## src/hdl/swrm_pkg.sv

```systemverilog
`timescale 1ns / 1ps
// Package for the sliding window rate meter: sizes, register codes, payload types.
// No dependencies; used by every module of the block except swrm_ram.
package swrm_pkg;

  localparam int DEPTH    = 4096;
  localparam int ADDR_W   = $clog2(DEPTH);
  localparam int CNT_W    = $clog2(DEPTH + 1);

  localparam int STAMP_W  = 48;
  localparam int VAL_W    = 32;
  localparam int WIN_W    = 20;
  localparam int RES_W    = 32;
  localparam int SCNT_W   = 17;
  localparam int ENTRY_W  = STAMP_W + VAL_W;

  localparam int SUM_W    = VAL_W + CNT_W;
  localparam int DIVD_W   = SUM_W + 3;
  localparam int DIV_CNT_W = $clog2(DIVD_W + 1);

  localparam int RATE_K_W = 14;
  localparam logic [RATE_K_W-1:0] RATE_K = 14'd16000;
  localparam int PROD_W   = CNT_W + RATE_K_W;

  localparam int CFG_IDX_W  = 2;
  localparam int CFG_DATA_W = WIN_W;
  localparam logic [CFG_IDX_W-1:0] REG_WINDOW_MS = 2'd0;
  localparam logic [CFG_IDX_W-1:0] REG_KBIT_MODE = 2'd1;
  localparam logic [WIN_W-1:0] WINDOW_RESET = 20'd5000;
  localparam logic KBIT_RESET = 1'b1;

  localparam logic REQ_RECORD = 1'b0;
  localparam logic REQ_QUERY  = 1'b1;

  localparam int QUEUE_DEPTH = 4;
  localparam int QPTR_W      = $clog2(QUEUE_DEPTH);
  localparam int QCNT_W      = $clog2(QUEUE_DEPTH + 1);

  typedef struct packed {
    logic               req_type;
    logic [STAMP_W-1:0] now_ms;
    logic [VAL_W-1:0]   sample_value;
  } req_t;

  typedef struct packed {
    logic [RES_W-1:0]  result_value;
    logic [SCNT_W-1:0] sample_count;
    logic [RES_W-1:0]  rate_q4;
  } rsp_t;

  typedef enum logic {
    OP_RECORD,
    OP_QUERY
  } op_t;

  typedef struct packed {
    op_t                op;
    logic [STAMP_W-1:0] now_ms;
    logic [VAL_W-1:0]   value;
  } cmd_t;

  typedef struct packed {
    logic [WIN_W-1:0] window_ms;
    logic             kbit_mode;
  } cfg_t;

  function automatic logic [RES_W-1:0] sat_res(input logic [DIVD_W-1:0] q);
    logic [RES_W-1:0] r;
    if (|q[DIVD_W-1:RES_W]) begin
      r = '1;
    end else begin
      r = q[RES_W-1:0];
    end
    return r;
  endfunction

endpackage

```

## src/hdl/swrm_front.sv

```systemverilog
`timescale 1ns / 1ps
// Front end: configuration registers, request classification and command queue.
// Depends on swrm_pkg.
module swrm_front (
  input  logic                            clk,
  input  logic                            rst,
  input  logic                            req_valid,
  output logic                            req_stall,
  input  swrm_pkg::req_t                  req,
  input  logic                            cfg_valid,
  output logic                            cfg_ready,
  input  logic [swrm_pkg::CFG_IDX_W-1:0]  cfg_index,
  input  logic [swrm_pkg::CFG_DATA_W-1:0] cfg_data,
  output logic                            cmd_valid,
  output swrm_pkg::cmd_t                  cmd,
  input  logic                            cmd_pop,
  output swrm_pkg::cfg_t                  cfg
);
  import swrm_pkg::*;

  cmd_t              q_mem [QUEUE_DEPTH];
  logic [QPTR_W-1:0] wr_ptr;
  logic [QPTR_W-1:0] rd_ptr;
  logic [QCNT_W-1:0] q_cnt;
  logic              push;
  logic              pop;
  cmd_t              new_cmd;

  assign cfg_ready = 1'b1;
  assign req_stall = (q_cnt == QCNT_W'(QUEUE_DEPTH));
  assign push      = req_valid && !req_stall;
  assign cmd_valid = (q_cnt != '0);
  assign pop       = cmd_pop && cmd_valid;
  assign cmd       = q_mem[rd_ptr];

  always_comb begin
    new_cmd.now_ms = req.now_ms;
    if (req.req_type == REQ_QUERY) begin
      new_cmd.op    = OP_QUERY;
      new_cmd.value = '0;
    end else begin
      new_cmd.op    = OP_RECORD;
      new_cmd.value = req.sample_value;
    end
  end

  always_ff @(posedge clk) begin
    if (push) begin
      q_mem[wr_ptr] <= new_cmd;
    end
  end

  always_ff @(posedge clk) begin
    if (rst) begin
      wr_ptr        <= '0;
      rd_ptr        <= '0;
      q_cnt         <= '0;
      cfg.window_ms <= WINDOW_RESET;
      cfg.kbit_mode <= KBIT_RESET;
    end else begin
      if (push) begin
        wr_ptr <= wr_ptr + 1'b1;
      end
      if (pop) begin
        rd_ptr <= rd_ptr + 1'b1;
      end
      if (push && !pop) begin
        q_cnt <= q_cnt + 1'b1;
      end else if (pop && !push) begin
        q_cnt <= q_cnt - 1'b1;
      end
      if (cfg_valid && cfg_ready) begin
        case (cfg_index)
          REG_WINDOW_MS: begin
            // a zero window acts as one millisecond
            cfg.window_ms <= (cfg_data == '0) ? WIN_W'(1) : cfg_data;
          end
          REG_KBIT_MODE: begin
            cfg.kbit_mode <= cfg_data[0];
          end
          default: begin
          end
        endcase
      end
    end
  end

endmodule

```

## config.mk

```make
export PLATFORM = sky130hd
export DESIGN_NAME = swrm_front
export DESIGN_NICKNAME = d
export VERILOG_FILES = /design/src/hdl/swrm_pkg.sv /design/src/hdl/swrm_front.sv
export SDC_FILE = /design/constraint.sdc
export NUM_CORES = 1
export LEC_CHECK = 0
export ABC_AREA = 1
export BUFFER_PORTS_ARGS = -buffer_cell sky130_fd_sc_hd__buf_2
export CAP_MARGIN = 20
export CORE_AREA = 2 2 172 174
export CTS_CLUSTER_SIZE = 10
export DETAILED_ROUTE_END_ITERATION = 8
export DIE_AREA = 0 0 174 176
export PLACE_DENSITY = 0.71
export SLEW_MARGIN = 25
export SYNTH_ARGS = -nofsm -noshare
export SYNTH_HDL_FRONTEND = slang
export SYNTH_SLANG_ARGS = --single-unit
```

## constraint.sdc

```tcl
create_clock -name clk -period 4.54 [get_ports clk]
set_input_delay 0.454 -clock clk [delete_from_list [all_inputs] [get_ports clk]]
set_output_delay 0.454 -clock clk [all_outputs]
set_load 0.02 [all_outputs]
```

Word level (Yosys, flattened, before mapping)
Memory sizes are Yosys's and may differ from the RTL's. A register that Yosys moved wholly into a read port is not among the register bits.
Index checks and enable logic that the tools add are counted.
- multiplexer cells: 9
- eq/ne operators: 2
- $add $sub $neg: 4
- reductions and logical operators: 13
- operator list (kind ; number):
    2-to-1 mux 32 bit ; 1
    logical NOT 20 bit ; 1
    2-to-1 mux 20 bit ; 1
    2-to-1 mux 3 bit ; 2
    adder 2 x 1 -> 2 bit (second input constant) ; 2
    logical AND 1 bit ; 4
    2-to-1 mux 2 bit ; 2
    AND reduction 2 bit ; 2
    adder 3 x 1 -> 3 bit (second input constant) ; 1
    == test 3 bit (second input constant) ; 1
    logical NOT 1 bit ; 3
    2-to-1 mux 1 bit ; 3
    nonzero test 3 bit ; 1
    subtractor 3 x 1 -> 3 bit (second input constant) ; 1
    == test 2 x 1 -> 1 bit (second input constant) ; 1
    logical NOT 2 bit ; 1
    nonzero test 2 bit ; 1
- RAM bits: 324
- logic and storage cells: 34
- output and inout bits: 105
- input port bits: 108
- memories: 1
- register bits: 28
- memory list (memory ; depth ; width ; rd ports ; clocked after Yosys merged registers in ; write ports ; line ; source):
    q_mem ; 4 ; 81 ; 1 ; 1 ; 1 ; swrm_front.sv:21 ; cmd_t q_mem [QUEUE_DEPTH];

Longest topological paths before layout
- depth after elaboration: 7
- gate-level depth with buffers: 12
- mapped depth without buffers: 12

Worst setup path after synthesis
No wires, ideal clock.
- kind: register to register
- start: reg q_cnt[0]
- end: mem q_mem[0][0] (netlist name) (enable)
- buffers on the path: 0
- required time: 4.019 ns
- path slack: -0.039 ns
- arrival time: 4.058 ns
- stages on the path, launching flop included: 5
- clock period less this slack: 4.579 ns
- setup time: 0.521 ns
- cells stage by stage: dfxtp_1 > inv_1 > nand3_1 > nand2_1 > nor2_1
- word-level cells in the longest chain between the ends: 5
- RTL lines (what ; line ; source):
    start, declared ; swrm_front.sv:24 ; logic [QCNT_W-1:0] q_cnt;
    start signal, assigned ; swrm_front.sv:68 ; q_cnt <= q_cnt + 1'b1;
    start signal, assigned ; swrm_front.sv:70 ; q_cnt <= q_cnt - 1'b1;
    == test 3 bit ; swrm_front.sv:30 ; assign req_stall = (q_cnt == QCNT_W'(QUEUE_DEPTH));
    logical NOT 1 bit ; swrm_front.sv:31 ; assign push = req_valid && !req_stall;
    logical AND 1 bit ; swrm_front.sv:31 ;
    2-to-1 mux 1 bit ; swrm_front.sv:48 ; if (push) begin
    2-to-1 mux 1 bit (implied by the code) ; swrm_front.sv:49 ; q_mem[wr_ptr] <= new_cmd;
    end, declared ; swrm_front.sv:21 ;
No other way between the ends.

==> impl_metrics.yaml <==
detailed_routing:
  via_per_inst: 5.25
  drt_first_pass_iters: 4
  vias: 8562
  drt_iter0_markers: 657
  drc: 0
  ant_nets: 0
  totalWireLength_um: 28900
  wire_per_inst_um: 17.7
cts:
  cts.hold.buffers_added: 0
  cts_max_path_buffers: 3
  cts_buffers: 41
  cts-resized-gates: 0
  post_cts_buffers: 0
  cts_tree: "yes"
  cts-root-buf: "clkbuf_16"
  htreeDepth: 2
  clkTransAtPathRegs_ns: 0.05
  clkSinkCount: 354
  clock_latency_ns: 0.51
critical_path:
  r2r_start: "q_cnt[0]"
  r2r_setup_slack_ns: 2.12
  critPathKind: "reg2out"
  reg2reg_depth: 5
  r2r_end: "q_mem[1][52]"
  critPathBufInv: 2
  start_kind: "flop"
  arrival_ns: 2.39
  critPathRequiredTime_ns: 4.09
  critPathSlowestCell: "buf_4"
  critical_path.top_delay_family: "buffers and inverters"
  critPathMaxFanout: 81
  crit_chain: "buf_4 > o21ai_0 > o22ai_1 > buf_2"
  slowest_delay_ns: 0.70
  worstSetupEndpointType: "output pin"
place:
  dp_hpwl_um: 16000
  place.gp.congestion: 0.731
  placement.io_buffers: 211
  place_area_mm2: 0.0149
  dp.cells: 1567
yosys:
  synth-main-ff-cell: "edfxtp_1"
  synth_common_cells: "edfxtp_1 (324), nor2_1 (214), o21ai_0 (165)"
  synth-seq-cells: 354
  syn-num-nets: 1136
  ys_warn_count: 0
  ys_types: 29
  ys_top_cells_by_area: "edfxtp_1 (71%), o21ai_0 (6.1%), nor2_1 (5.9%), dfxtp_1 (4.4%), o22ai_1 (3.6%)"
  synth_cells: 1022
  synth-edff-count: 324
  syn_area_mm2: 0.0136
  synthArstFlopShare_pct: 0
  syn_avg_cell_area_um2: 13.3
  ys_seq_area_share_pct: 75.8
  yosys.area.top_type: "edfxtp_1"
  yosysTopAreaCellShare_pct: 71.4
  synth.most_common_cell: "edfxtp_1"
power:
  power_density_mw_per_mm2: 564
  p_leak_nw: 5.92
  fin_total_pwr_mw: 9.04
  ir_worst_vdd_uv: 279
global_route:
  grtUsageMet3_pct: 4.89
  grt_use_total_pct: 18.6
  grt_pass1_vias: 8347
  use_met1_pct: 25.3
  grt_busiest_layer: "met2"
  gr-usage-met2_pct: 30.1
  grt_overflow_total: 0
  grt_pass1_wl_um: 44700
  grt_max_degree: 163
  antenna_found_initial: 2
floorplan:
  initial_core_util_pct: 47.7
  ios: 213
  core-area_mm2: 0.0285
  die_y_um: 176
  dieArea_mm2: 0.0306
  die_w_um: 174
  row_count: 62
timing:
  slew_viol_final: 0
  fin_setup_tns_ns: 0
  hold_slack_ns: 0.161
  period_needed_ns: 2.84
  fin_crit_sh_pct: 62.7
  setup_viol: 0
  worstMarginPinSlew_ns: 1.07
  hold_viol: 0
  rsz0062_at_grt: "no"
  maxSlewHeadroom_pct: 28.4
  fmax_ghz: 0.352
  skew_ns: 0.0102
hold_path:
  worstHoldPathType: "in2reg"
  whs_path_depth: 1
  min-delay-start: "req[67]"
  hold_end: "q_mem[0][67]"
final_layout:
  area_delta_synth_final_pct: 17.5
  nFillCells: 2359
  final_cells: 1630
  finalInstanceArea_mm2: 0.0160
  fin_nets: 1340
  layout-drive-gt1-share_pct: 24.1
flow_run:
  maxCapViolations: 0
outcome:
  outcome: "complete, no violations"
==> flip-flops by register name, summed over array words and instances, names as in the netlist, named ones only <==
name	cells
cfg	21
q_cnt	3
q_mem	324
rd_ptr	2
wr_ptr	2
==> worst max-delay path by stage <==
stage	startpoint	endpoint	slack, ns	cells after the start
6_report	flop	cmd[49]	1.70	4
5_1_grt	flop	cmd[38]	1.55	4
4_1_cts	flop	cmd[49]	1.69	4
3_5_place_dp	q_cnt[0]	q_mem[1][52]	2.07	5
3_3_place_gp	q_cnt[0]	q_mem[1][48]	2.10	5
2_1_floorplan	q_cnt[0]	q_mem[0][0]	-0.04	4
==> power by group <==
part           switching [mW]  internal (mW)
Sequential             0.0808           3.94
Combinational            1.61          0.633
Clock                    1.13           1.64
Total                    2.83           6.21
==> placed cells by master, fill, tap and decap left out <==
| cell | n |
|---|---|
| a21oi_1 | 13 |
| buf_12 | 2 |
| buf_2 | 211 |
| buf_4 | 9 |
| clkbuf_1 | 16 |
| clkbuf_16 | 41 |
| clkinv_2 | 1 |
| clkinv_4 | 1 |
| conb_1 | 1 |
| dfxtp_1 | 28 |
| dfxtp_2 | 1 |
| dfxtp_4 | 1 |
| diode_2 | 3 |
| edfxtp_1 | 324 |
| fa_1 | 1 |
| ha_1 | 5 |
| inv_1 | 51 |
| inv_2 | 1 |
| inv_6 | 2 |
| inv_8 | 1 |
| nand2_1 | 21 |
| nand3_1 | 8 |
| nand3_2 | 1 |
| nand3b_1 | 1 |
| nor2_1 | 210 |
| nor2_2 | 21 |
| nor2_4 | 4 |
| o21ai_0 | 165 |
| o21ai_1 | 19 |
| o22ai_1 | 79 |
| o22ai_2 | 2 |
| or2_1 | 1 |
| xor2_1 | 1 |
==> logic make-up (layout without fill, tap and decap cells) <==
kind of cell | count (synthesis) | after routing | synth area share [%]
AOI/OAI and AO/OA | 278 | 278 | 11.0
xor gates and xnor gates | 1 | 1 | 0.0643
adders and majority gates | 6 | 6 | 0.606
buffers and inverters | 115 | 336 | 4.57
DFF | 354 | 354 | 75.8
other | 1 | 4 | 0.0275
and+or+nand+nor | 267 | 267 | 7.90
==> through the flow <==
| step | utilization, % | worst slack [ns] |
|---|---|---|
| final | 56.1 | 1.70 |
| after CTS | 56.1 | 1.69 |
| after global placement | 52.2 | 2.10 |
| after detailed placement | 52.2 | 2.07 |
| after global routing | 56.1 | 1.55 |
| after floorplan | - | -0.0389 |
==> worst register-to-register path, cell delays in order, from the launching register on <==
cell and delay [ns]:
dfxtp_1 0.37, inv_1 0.10, nand3_1 0.09, nand2_1 0.31
nor2_4 0.75, buf_4 0.45
==> layer usage <==
layer  wire (µm)  part of all wire [%]
met1       12700                    44
met2       13700                    47
met3        2110                   7.3
met4         414                   1.4
met5          13                 0.045
==> final cells by class <==
type	count	area, µm²	area share [%]
flip-flops and latches	354	10300	64.5
clock buffers	57	1090	6.78
well taps	384	480	3.00
repair buffers	222	1160	7.26
diodes	3	7.51	0.0469
clock inverters	3	22.5	0.141
multi-input cells	553	2710	16.9
inverters	54	215	1.34
(Power assumes the default switching activity.)
